===== src/hdl/schunk_pkg.sv =====
// schunk_pkg: beat types, character codes and register indexes of the sentence chunker
// no dependencies; imported by the chunker top level
package schunk_pkg;

  localparam int TextW   = 8;
  localparam int DocW    = 16;
  localparam int PosOutW = 24;
  localparam int CfgW    = 16;
  localparam int CfgIdxW = 2;

  localparam logic [CfgIdxW-1:0] CfgTargetSize = 2'd0;
  localparam logic [CfgIdxW-1:0] CfgOverlap    = 2'd1;

  localparam logic [CfgW-1:0] TargetReset  = 16'd512;
  localparam logic [CfgW-1:0] OverlapReset = 16'd0;

  localparam logic [TextW-1:0] ChPeriod = 8'h2e;
  localparam logic [TextW-1:0] ChBang   = 8'h21;
  localparam logic [TextW-1:0] ChQuery  = 8'h3f;
  localparam logic [TextW-1:0] ChSpace  = 8'h20;
  localparam logic [TextW-1:0] ChLf     = 8'h0a;
  localparam logic [TextW-1:0] ChCr     = 8'h0d;
  localparam logic [TextW-1:0] ChTab    = 8'h09;

  typedef struct packed {
    logic [TextW-1:0] text_byte;
    logic [DocW-1:0]  doc_number;
    logic             end_of_text;
  } in_beat_t;

  typedef struct packed {
    logic [DocW-1:0]    chunk_doc;
    logic [PosOutW-1:0] chunk_offset;
    logic [PosOutW-1:0] chunk_length;
    logic               forced_break;
    logic               final_chunk;
  } out_beat_t;

endpackage


===== src/hdl/schunk_ram.sv =====
// schunk_ram: generic single write port, single read port ram with registered read
// no dependencies; holds the sentence boundary window of the chunker
module schunk_ram #(
  parameter int Width = 24,
  parameter int Depth = 17
) (
  input  logic                     clk_i,
  input  logic                     we_i,
  input  logic [$clog2(Depth)-1:0] waddr_i,
  input  logic [Width-1:0]         wdata_i,
  input  logic [$clog2(Depth)-1:0] raddr_i,
  output logic [Width-1:0]         rdata_o
);

  logic [Width-1:0] mem_q [Depth];
  logic [Width-1:0] rdata_q;

  always_ff @(posedge clk_i) begin
    if (we_i) begin
      mem_q[waddr_i] <= wdata_i;
    end
    rdata_q <= mem_q[raddr_i];
  end

  assign rdata_o = rdata_q;

endmodule


===== src/hdl/sentence_chunker_with_overlap_top.sv =====
// sentence_chunker_with_overlap_top: byte-serial sentence finder and greedy chunker with overlap
// depends on schunk_pkg and schunk_ram (circular window of sentence boundaries)
// each byte is registered and counted, then the held boundaries are rescanned for a chunk
// to close (no rescan with a lone boundary); a document's first byte first opens the window
// and its final chunk is emitted last; a closed chunk is emitted, overlap sentences are walked
// back up to the overlap limit and the window is rescanned; a full output register stalls emit
// one byte in flight at a time; results wait in an output register while the next byte enters
// reset: asynchronous, no document open, chunk target 512, overlap 0; window needs no clearing
module sentence_chunker_with_overlap_top
  import schunk_pkg::*;
#(
  parameter int OffsetBits   = 24,
  parameter int MaxSentences = 16
) (
  input  logic               clk_i,
  input  logic               rst_ni,
  input  logic               in_valid_i,
  output logic               in_ready_o,
  input  in_beat_t           in_data_i,
  output logic               out_valid_o,
  input  logic               out_ready_i,
  output out_beat_t          out_data_o,
  input  logic               cfg_we_i,
  input  logic [CfgIdxW-1:0] cfg_idx_i,
  input  logic [CfgW-1:0]    cfg_wdata_i
);

  localparam int Depth = MaxSentences + 1;
  localparam int IdxW  = $clog2(Depth);
  localparam int CntW  = $clog2(Depth + 1);
  localparam int AccW  = ((OffsetBits > CfgW) ? OffsetBits : CfgW) + 1;

  typedef enum logic [3:0] {
    ST_IDLE, ST_OPEN, ST_BUMP, ST_SC_INIT, ST_SC_REQ, ST_SC_USE, ST_DECIDE,
    ST_EMIT, ST_AV_CHK, ST_AV_REQ, ST_AV_USE, ST_AV_DONE, ST_FINISH
  } state_e;

  function automatic logic [IdxW-1:0] idx_inc(input logic [IdxW-1:0] p);
    return (p == IdxW'(Depth - 1)) ? '0 : p + IdxW'(1);
  endfunction

  function automatic logic [IdxW-1:0] idx_dec(input logic [IdxW-1:0] p);
    return (p == '0) ? IdxW'(Depth - 1) : p - IdxW'(1);
  endfunction

  state_e               state_q;
  logic [CfgW-1:0]      target_q, overlap_q;
  logic [TextW-1:0]     byte_q;
  logic [DocW-1:0]      doc_in_q, doc_q;
  logic                 eot_q;
  logic [OffsetBits-1:0] pos_q, hv_q, last_q, cur_q, len_q;
  logic                 ap_q;
  logic [IdxW-1:0]      head_q, rp_q, ep_q, wp_q;
  logic [CntW-1:0]      cnt_q, e_q, start_q;
  logic [AccW-1:0]      acc_q;
  logic                 forced_q, fin_q;
  logic                 ovalid_q;
  out_beat_t            out_q;

  logic                  ram_we;
  logic [IdxW-1:0]       ram_waddr;
  logic [OffsetBits-1:0] ram_wdata, rd;
  logic [OffsetBits-1:0] pos_n, diff;
  logic                  is_ws, is_punct, app_ws, app;
  logic [IdxW:0]         tsum;
  logic [IdxW-1:0]       tail;
  logic                  av_mode;
  logic [AccW-1:0]       sum, limit;
  logic                  brk;

  schunk_ram #(
    .Width(OffsetBits),
    .Depth(Depth)
  ) u_bounds (
    .clk_i  (clk_i),
    .we_i   (ram_we),
    .waddr_i(ram_waddr),
    .wdata_i(ram_wdata),
    .raddr_i(rp_q),
    .rdata_o(rd)
  );

  always_comb begin
    pos_n    = pos_q + OffsetBits'(1);
    is_ws    = (byte_q == ChSpace) || (byte_q == ChLf) || (byte_q == ChCr) ||
               (byte_q == ChTab);
    is_punct = (byte_q == ChPeriod) || (byte_q == ChBang) || (byte_q == ChQuery);
    app_ws   = ap_q && is_ws;
    app      = (app_ws || (eot_q && (last_q != pos_n))) && (cnt_q < CntW'(Depth));
    tsum     = (IdxW+1)'(head_q) + (IdxW+1)'(cnt_q);
    tail     = (tsum >= (IdxW+1)'(Depth)) ? IdxW'(tsum - (IdxW+1)'(Depth)) : IdxW'(tsum);
  end

  // shared span unit: boundary difference, running sum and limit compare
  always_comb begin
    av_mode = (state_q == ST_AV_USE);
    diff    = av_mode ? (cur_q - rd) : (rd - cur_q);
    sum     = acc_q + AccW'(diff);
    limit   = av_mode ? AccW'(overlap_q) : AccW'(target_q);
    brk     = (sum > limit) && (av_mode || (acc_q != '0));
  end

  always_comb begin
    ram_we    = 1'b0;
    ram_waddr = tail;
    ram_wdata = pos_n;
    case (state_q)
      ST_OPEN: begin
        ram_we    = 1'b1;
        ram_waddr = '0;
        ram_wdata = '0;
      end
      ST_BUMP: begin
        ram_we = app;
      end
      default: begin
        ram_we = 1'b0;
      end
    endcase
  end

  always_ff @(posedge clk_i or negedge rst_ni) begin
    if (!rst_ni) begin
      target_q  <= TargetReset;
      overlap_q <= OverlapReset;
    end else if (cfg_we_i) begin
      case (cfg_idx_i)
        CfgTargetSize: target_q  <= cfg_wdata_i;
        CfgOverlap:    overlap_q <= cfg_wdata_i;
        default:       ;
      endcase
    end
  end

  always_ff @(posedge clk_i or negedge rst_ni) begin
    if (!rst_ni) begin
      state_q  <= ST_IDLE;
      byte_q   <= '0;
      doc_in_q <= '0;
      doc_q    <= '0;
      eot_q    <= 1'b0;
      pos_q    <= '0;
      hv_q     <= '0;
      last_q   <= '0;
      cur_q    <= '0;
      len_q    <= '0;
      ap_q     <= 1'b0;
      head_q   <= '0;
      rp_q     <= '0;
      ep_q     <= '0;
      wp_q     <= '0;
      cnt_q    <= '0;
      e_q      <= '0;
      start_q  <= '0;
      acc_q    <= '0;
      forced_q <= 1'b0;
      fin_q    <= 1'b0;
      ovalid_q <= 1'b0;
      out_q    <= '0;
    end else begin
      if (ovalid_q && out_ready_i && (state_q != ST_EMIT)) begin
        ovalid_q <= 1'b0;
      end
      case (state_q)
        ST_IDLE: begin
          if (in_valid_i) begin
            byte_q   <= in_data_i.text_byte;
            doc_in_q <= in_data_i.doc_number;
            eot_q    <= in_data_i.end_of_text;
            state_q  <= (cnt_q == '0) ? ST_OPEN : ST_BUMP;
          end
        end
        ST_OPEN: begin
          doc_q   <= doc_in_q;
          head_q  <= '0;
          cnt_q   <= CntW'(1);
          hv_q    <= '0;
          last_q  <= '0;
          pos_q   <= '0;
          ap_q    <= 1'b0;
          state_q <= ST_BUMP;
        end
        ST_BUMP: begin
          pos_q <= pos_n;
          ap_q  <= is_punct;
          if (app) begin
            cnt_q  <= cnt_q + CntW'(1);
            last_q <= pos_n;
          end
          state_q <= ST_SC_INIT;
        end
        ST_SC_INIT: begin
          if (cnt_q < CntW'(2)) begin
            state_q <= ST_FINISH;
          end else begin
            acc_q   <= '0;
            cur_q   <= hv_q;
            e_q     <= '0;
            ep_q    <= head_q;
            rp_q    <= idx_inc(head_q);
            state_q <= ST_SC_REQ;
          end
        end
        ST_SC_REQ: begin
          state_q <= av_mode ? ST_AV_USE : ST_SC_USE;
        end
        ST_SC_USE: begin
          if (brk) begin
            state_q <= ST_DECIDE;
          end else begin
            acc_q <= sum;
            cur_q <= rd;
            ep_q  <= rp_q;
            e_q   <= e_q + CntW'(1);
            if (e_q + CntW'(1) == cnt_q - CntW'(1)) begin
              state_q <= ST_DECIDE;
            end else begin
              rp_q    <= idx_inc(rp_q);
              state_q <= ST_SC_REQ;
            end
          end
        end
        ST_DECIDE: begin
          len_q <= OffsetBits'(acc_q);
          fin_q <= 1'b0;
          if (e_q < cnt_q - CntW'(1)) begin
            forced_q <= 1'b0;
            state_q  <= ST_EMIT;
          end else if (!eot_q && (cnt_q == CntW'(Depth))) begin
            forced_q <= 1'b1;
            state_q  <= ST_EMIT;
          end else begin
            state_q <= ST_FINISH;
          end
        end
        ST_EMIT: begin
          if (!ovalid_q || out_ready_i) begin
            ovalid_q           <= 1'b1;
            out_q.chunk_doc    <= doc_q;
            out_q.chunk_offset <= PosOutW'(hv_q);
            out_q.chunk_length <= PosOutW'(len_q);
            out_q.forced_break <= forced_q;
            out_q.final_chunk  <= fin_q;
            if (fin_q) begin
              cnt_q   <= '0;
              pos_q   <= '0;
              ap_q    <= 1'b0;
              state_q <= ST_IDLE;
            end else begin
              acc_q   <= '0;
              start_q <= e_q;
              wp_q    <= ep_q;
              state_q <= ST_AV_CHK;
            end
          end
        end
        ST_AV_CHK: begin
          if ((overlap_q != '0) && (start_q > CntW'(1))) begin
            rp_q    <= idx_dec(wp_q);
            state_q <= ST_AV_REQ;
          end else begin
            state_q <= ST_AV_DONE;
          end
        end
        ST_AV_REQ: begin
          state_q <= ST_AV_USE;
        end
        ST_AV_USE: begin
          if (brk) begin
            state_q <= ST_AV_DONE;
          end else begin
            acc_q   <= sum;
            start_q <= start_q - CntW'(1);
            cur_q   <= rd;
            wp_q    <= rp_q;
            state_q <= ST_AV_CHK;
          end
        end
        ST_AV_DONE: begin
          head_q  <= wp_q;
          cnt_q   <= cnt_q - start_q;
          hv_q    <= cur_q;
          state_q <= ST_SC_INIT;
        end
        ST_FINISH: begin
          if (eot_q) begin
            if (cnt_q >= CntW'(2)) begin
              len_q    <= last_q - hv_q;
              forced_q <= 1'b0;
              fin_q    <= 1'b1;
              state_q  <= ST_EMIT;
            end else begin
              cnt_q   <= '0;
              pos_q   <= '0;
              ap_q    <= 1'b0;
              state_q <= ST_IDLE;
            end
          end else begin
            state_q <= ST_IDLE;
          end
        end
        default: begin
          state_q <= ST_IDLE;
        end
      endcase
    end
  end

  assign in_ready_o  = (state_q == ST_IDLE);
  assign out_valid_o = ovalid_q;
  assign out_data_o  = out_q;

endmodule


===== config.mk =====
export PLATFORM = sky130hd
export DESIGN_NAME = sentence_chunker_with_overlap_top
export DESIGN_NICKNAME = d
export VERILOG_FILES = /design/src/hdl/schunk_pkg.sv /design/src/hdl/schunk_ram.sv /design/src/hdl/sentence_chunker_with_overlap_top.sv
export SDC_FILE = /design/constraint.sdc
export NUM_CORES = 1
export LEC_CHECK = 0
export ABC_AREA = 1
export BUFFER_PORTS_ARGS = -buffer_cell sky130_fd_sc_hd__buf_4
export CORE_MARGIN = 2
export CORE_UTILIZATION = 40
export DETAILED_ROUTE_END_ITERATION = 10
export PLACE_DENSITY = 0.66
export SYNTH_ARGS = -nofsm -noshare
export SYNTH_HDL_FRONTEND = slang
export SYNTH_SLANG_ARGS = --single-unit

===== constraint.sdc =====
create_clock -name clk_i -period 8.95 [get_ports clk_i]
set_input_delay 0 -clock clk_i [delete_from_list [all_inputs] [get_ports clk_i]]
set_output_delay 0 -clock clk_i [all_outputs]
set_load 0.01 [all_outputs]

==> results of run 1 <==
-- per-layer routing --
metal / wire, microns / vias up / part of all wire (%) / global-route usage [%]
met1: 49000 / 14403 / 45 / 30.7
met2: 50700 / 938 / 46 / 35.8
li1: - / 14402 / - / -
met4: 3950 / 4 / 3.6 / 8.07
met5: 23 / - / 0.021 / 0
met3: 6080 / 203 / 5.5 / 2.68
-- cell families after synthesis --
| kind of cell | after synthesis | share of synthesized area, % |
|---|---|---|
| AND/OR/NAND/NOR | 1664 | 17.9 |
| AO/OA/AOI/OAI | 949 | 13.7 |
| flip-flops | 759 | 55.1 |
| buffers and inverters | 588 | 6.00 |
| adder cells (fa/ha/maj) | 147 | 4.96 |
| XOR/XNOR | 91 | 2.14 |
| multiplexers | 8 | 0.234 |
-- sequential cells by signal (all words and copies together) (netlist names), 16 cells and up --
register          cells
pos_q                24
u_bounds.mem_q      408
len_q                24
last_q               24
u_bounds.rdata_o     24
acc_q                25
out_data_o           66
doc_q                16
cur_q                24
target_q             16
doc_in_q             16
hv_q                 24
overlap_q            16
-- timing repair --
action                    CTS  global route
resized for setup           0             0
hold endpoints to repair  159             0
hold buffers               46             0
-- layout by cell type, fill, tap and decap left out, types with 9 or more instances in the layout --
master / synthesis / layout
sky130_fd_sc_hd__ha_1: 141 / 141
sky130_fd_sc_hd__o21bai_1: 10 / 10
sky130_fd_sc_hd__nand2_2: 17 / 17
sky130_fd_sc_hd__clkinv_1: 4 / 14
sky130_fd_sc_hd__o21ai_0: 499 / 499
sky130_fd_sc_hd__dfrtp_1: 326 / 323
sky130_fd_sc_hd__o211ai_1: 24 / 24
sky130_fd_sc_hd__clkbuf_16: 0 / 82
sky130_fd_sc_hd__nand4_1: 25 / 25
sky130_fd_sc_hd__inv_1: 400 / 398
sky130_fd_sc_hd__nor4_1: 11 / 11
sky130_fd_sc_hd__nor2_1: 495 / 474
sky130_fd_sc_hd__nor2_2: 8 / 12
sky130_fd_sc_hd__inv_2: 10 / 10
sky130_fd_sc_hd__dfxtp_1: 24 / 24
sky130_fd_sc_hd__a21o_1: 15 / 15
sky130_fd_sc_hd__nor2_4: 4 / 21
sky130_fd_sc_hd__a21oi_1: 131 / 130
sky130_fd_sc_hd__nand3b_1: 9 / 9
sky130_fd_sc_hd__o22ai_1: 173 / 173
sky130_fd_sc_hd__o21ai_1: 55 / 55
sky130_fd_sc_hd__buf_4: 2 / 151
sky130_fd_sc_hd__nand3_1: 152 / 152
sky130_fd_sc_hd__clkbuf_1: 148 / 16
sky130_fd_sc_hd__clkbuf_8: 0 / 9
sky130_fd_sc_hd__edfxtp_1: 408 / 408
sky130_fd_sc_hd__xnor2_1: 39 / 39
sky130_fd_sc_hd__dlygate4sd3_1: 0 / 46
sky130_fd_sc_hd__nand2_1: 915 / 915
sky130_fd_sc_hd__clkinv_2: 0 / 13
sky130_fd_sc_hd__xor2_1: 51 / 51
-- critical path: cells and delay by family (launching register included) --
kind / cells / cell delay, ns
flops: 1 / 0.43
simple gates: 12 / 2.26
buf+inv: 5 / 1.22
compound gates: 4 / 1.18
xor+xnor: 2 / 0.42
fa+ha+maj: 2 / 0.66
-- where the power goes --
group          total (mW)  leakage (nW)  switching (mW)  internal [mW]
logic                8.45          8.89            5.72           2.73
registers            5.14          8.29           0.577           4.57
clock network        3.40          1.30            1.43           1.97
total                17.0          18.5            7.73           9.27
-- worst max path at each step --
stage                     startpoint         to  cells past startpoint
after floorplan           state_q[2]  cur_q[17]                     30
after global placement    state_q[2]  acc_q[17]                     29
after detailed placement  state_q[2]  acc_q[13]                     29
after CTS                 state_q[2]  acc_q[12]                     29
after global routing      state_q[3]  acc_q[16]                     31
final                     state_q[2]  acc_q[22]                     25
-- final cells by class --
type                       instances  area, sq um  share of cell area, %
clock buffer                     107         2240                   5.16
tap                             1265         1580                   3.65
sequential                       759        20900                   48.3
clock inverter                    40          438                   1.01
multi-input combinational       2859        14900                   34.5
inverter                         414         1560                   3.60
timing repair buffer             199         1630                   3.76
==> flow_summary.toml, run 1 <==
[outcome]
run_status = "finished, final reports clean"

[setup_path]
worstPathMaxFanout = 59
critPathRequiredTime_ns = 9.48
critical-path-slowest-cell = "sky130_fd_sc_hd__nand3_2"
critical-path-top-cell-by-count = "sky130_fd_sc_hd__nand2_1"
crit_type = "reg -> reg"
reg2regPathDepth = 25
ff2ff_setup_slack_ns = 2.55
r2r_end = "acc_q[22]"
slowest_delay_ns = 0.73
timing.critical_path.from_type = "flop"
endpoint_kind = "flop"
arrival_ns = 6.93
crit-reg2reg-launch = "state_q[2]"

[pwr]
power_mw = 17.0
power.density_cell_area_nw_per_um2 = 392
max-vdd-ir-drop_mv = 0.221
leakage_power_figure_nw = 18.5

[route]
drt_drc_violations_left = 0
wire_per_inst_microns = 19.5
drt.antenna.violating_nets = 0
drt_wl_total_microns = 110000
via_count = 29950
dr.first_iter.drc_count = 2846
viasPerCell = 5.31
drt_first_pass_iters = 6

[logic_synthesis]
yosys.area.top_type_share_pct = 32.3
synth_top_flop_cell = "sky130_fd_sc_hd__edfxtp_1"
synth_edf_count = 408
synth_top_cells_by_area = "sky130_fd_sc_hd__edfxtp_1, sky130_fd_sc_hd__dfrtp_1, sky130_fd_sc_hd__nand2_1, sky130_fd_sc_hd__o21ai_0, sky130_fd_sc_hd__nor2_1"
synth-warning-count = 0
ys_seq_area_share_pct = 55.1
synthDistinctLibCells = 60
syn-mean-instance-area_sq_um = 9.03
yosys.area.top_type = "sky130_fd_sc_hd__edfxtp_1"
synth.cell_area_sq_um = 38000
ys_seq_elements = 759
mappedNetlistNets = 4401
post_synth_inst_count = 4206
synthArstFlopShare_pct = 43.1
synthTopCellsByCount = "sky130_fd_sc_hd__nand2_1, sky130_fd_sc_hd__o21ai_0, sky130_fd_sc_hd__nor2_1"
synthMostInstantiatedCell = "sky130_fd_sc_hd__nand2_1"

[floorplan]
design.die.area_sq_um = 97400
i_o_pin_cnt = 116
chipWidth_microns = 312
start_util_pct = 40.2
vertical_die_dimension_microns = 312
floorplan.rows = 113
core_area_sq_um = 94600

[cts]
cts_sinks = 759
cts-root-to-sink-buffers = 3
cts.repair_timing.setup_buffer_count = 0
path_clk_slew_ns = 0.06
clock_insertion_delay_worst_skew_ns = 0.65
cts_tree = "yes"
tritoncts.num_buffers = 79
clock-root-buffer = "sky130_fd_sc_hd__clkbuf_16"
cts_htree_levels = 3

[sta]
tns_ns = 0
max_freq_mhz = 156
slew_violations = 0
relSlewSlack_pct = 15.0
rsz0062_at_grt = "no"
period_needed_ns = 6.40
final.setup.worst_slack_ns = 2.55
skew_ns = 0.0362
worst_hold_slack_ns = 0.0276
final_clock_period_utilization_by_the_worst_path_pct = 71.5
worst_pin_slew_ns = 1.27
final_count_of_negative_setup_slack_endpoints = 0
timing_hold_violations_final = 0

[placement]
place.detailed.instances = 5450
place.detailed.hpwl_microns = 72900
globalplace.congestion = 0.943
post_place_cell_area_sq_um = 40200
place_worst_setup_slack_ns = 2.53
port_buffers = 115

[global_routing]
global_route.usage.total_pct = 22.1
grt_max_degree = 160
antenna_violations_before_repair = 2
number_of_global_route_vias_before_repair = 28167
grt-ovfl-total = 0
global_route_wire_length_before_repair_microns = 169000

[layout]
areaGrowthSynthToFinish_pct = 14.0
layout.cell_area.non_filler_sq_um = 43300
final.fill_count = 8971
final_net_count = 4507
fin_util_pct = 45.8
antenna_cells_inserted = 0
drive_above_1_share_pct = 8.43
post_layout_nonfiller_instances = 5643

[hold_path]
min_delay_worst_type = "in -> async"

[flow_run]
cap_violations = 0
(Power assumes the default switching activity.)
==> run 2, diff against run 1 <==
==> constraint.sdc (replaced) <==
create_clock -name clk_i -period 6.2 [get_ports clk_i]
set_input_delay 0 -clock clk_i [delete_from_list [all_inputs] [get_ports clk_i]]
set_output_delay 0 -clock clk_i [all_outputs]
set_load 0.01 [all_outputs]
==> flow_summary.toml, run 2 (synthesized netlist as in run 1, its figures left out) <==
[outcome]
run_status = "finished, final reports clean"

[setup_path]
worstPathMaxFanout = 48
reg2regPathDepth = 30
critical-path-top-delay-family = "simple AND/OR/NAND/NOR gates"
critPathRequiredTime_ns = 6.70
critical-path-slowest-cell = "sky130_fd_sc_hd__nand3b_4"
critical-path-top-cell-by-count = "sky130_fd_sc_hd__nand2_1"
path_depth = 30
endpoint_kind = "flop"
crit_buf_inv = 2
slowest_delay_ns = 0.46
crit_type = "reg -> reg"
arrival_ns = 6.09
timing.critical_path.from_type = "flop"

[layout]
final_net_count = 4510
antenna_cells_inserted = 0
multiInputGateArea_sq_um = 14900
registers.top_by_ff_count = "u_bounds.mem_q"
sequential_cell_area_in_the_final_layout_sq_um = 20900
largest_reg_flops = 408
drive_above_1_share_pct = 8.36
final.fill_count = 9005
mostFrequentLayoutCells = "sky130_fd_sc_hd__nand2_1, sky130_fd_sc_hd__o21ai_0, sky130_fd_sc_hd__nor2_1"
areaGrowthSynthToFinish_pct = 14.0
final_common_cell = "sky130_fd_sc_hd__nand2_1"

[sta]
rsz0062_at_grt = "no"
max_freq_mhz = 179
slew_violations = 0
tns_ns = 0
final_clock_period_utilization_by_the_worst_path_pct = 90.1
final_count_of_negative_setup_slack_endpoints = 0
timing_hold_violations_final = 0
period_needed_ns = 5.59
relSlewSlack_pct = 9.36
worst_pin_slew_ns = 1.35
skew_ns = 0.0249
worst_hold_slack_ns = 0.0000754

[route]
drt_first_pass_iters = 7
drt_drc_violations_left = 0
drt_wl_total_microns = 110000
wire_per_inst_microns = 19.4
drt.antenna.violating_nets = 0
dr.first_iter.drc_count = 3089
via_count = 30031
viasPerCell = 5.32

[cts]
clock-root-buffer = "sky130_fd_sc_hd__clkbuf_16"
clock_insertion_delay_worst_skew_ns = 0.65
cts-root-to-sink-buffers = 3
cts_tree = "yes"
cts_htree_levels = 3
tritoncts.num_buffers = 79
cts_sinks = 759
cts.repair_timing.setup_buffer_count = 0
path_clk_slew_ns = 0.06
cts_repair_resize_count = 0
cts.hold.buffers_added = 49

[hold_path]
min_delay_worst_type = "in -> async"

[floorplan]
design.die.area_sq_um = 97400
core_area_sq_um = 94600
floorplan.rows = 113
i_o_pin_cnt = 116
start_util_pct = 40.2
chipWidth_microns = 312
vertical_die_dimension_microns = 312

[global_routing]
grt-ovfl-total = 0
grt_max_degree = 138
number_of_global_route_vias_before_repair = 28456
global_route.usage.total_pct = 22.1
antenna_violations_before_repair = 9
global_route_wire_length_before_repair_microns = 168000

[placement]
port_buffers = 115
globalplace.congestion = 0.953
place.detailed.hpwl_microns = 72800

[pwr]
leakage_power_figure_nw = 18.5
power_mw = 24.4
power.density_cell_area_nw_per_um2 = 564
max-vdd-ir-drop_mv = 0.336

[flow_run]
cap_violations = 0
run 2: cell types whose count changed in the layout (fill, tap and decap cells not counted), sizes merged:
cell	previous run	this run
clkinv	30	23
dlygate4sd3	46	49
inv	412	413
bufinv	7	6
clkbuf	107	106
clkinvlp	5	8
run 2: metal layers:
metal	vias to the layer above	wire length, microns	track usage [%]
li1	14402	-	-
met1	14346	47600	29.9
met2	1034	50700	35.6
met3	241	6800	3.52
met4	8	4480	9.01
met5	-	52	0
run 2: worst reg2reg max path: cells and delay by family, from the launching register on:
| family | cells | cell delay, ns |
|---|---|---|
| multiplexers | 1 | 0.15 |
| adder cells (fa/ha/maj) | 3 | 1.03 |
| buffers and inverters | 2 | 0.19 |
| XOR/XNOR | 2 | 0.44 |
| AO/OA/AOI/OAI | 5 | 0.96 |
| AND/OR/NAND/NOR | 17 | 2.31 |
| flip-flops | 1 | 0.37 |
run 2: layout make-up:
type,instances,area share (%)
clock buffers,106,5.09
clock inverters,36,0.937
inverters,414,3.60
multi-input cells,2859,34.5
flip-flops and latches,759,48.3
well taps,1265,3.66
repair buffers,202,3.86
run 2: final timing paths:
path / from / to / slack, ns
min in group clk_i: in_data_i[23] / byte_q[6] / 0.16
worst min register to register: u_bounds.mem_q[16][15] / u_bounds.rdata_o[15] / 0.43
worst max register to register: cur_q[2] / cur_q[19] / 0.61
worst min-delay path: rst_ni / overlap_q[6] / 0.00008
worst max-delay path: cur_q[2] / cur_q[19] / 0.61
max in group asynchronous: rst_ni / byte_q[0] / 4.57
run 2: through the flow:
stage	util [%]	cell area, sq um	worst slack, ns	std cells
2_1_floorplan	-	38000	1.76	4206
3_3_place_gp	42.5	40200	0.600	5450
3_5_place_dp	42.5	40200	0.654	5450
4_1_cts	45.8	43300	0.613	5641
5_1_grt	45.8	43300	0.104	5641
6_report	45.8	43300	0.613	5641
run 2: power by group:
group	internal [mW]	switching [mW]	total, mW
clock network	2.77	2.05	4.81
logic	3.94	8.21	12.2
registers	6.59	0.837	7.43
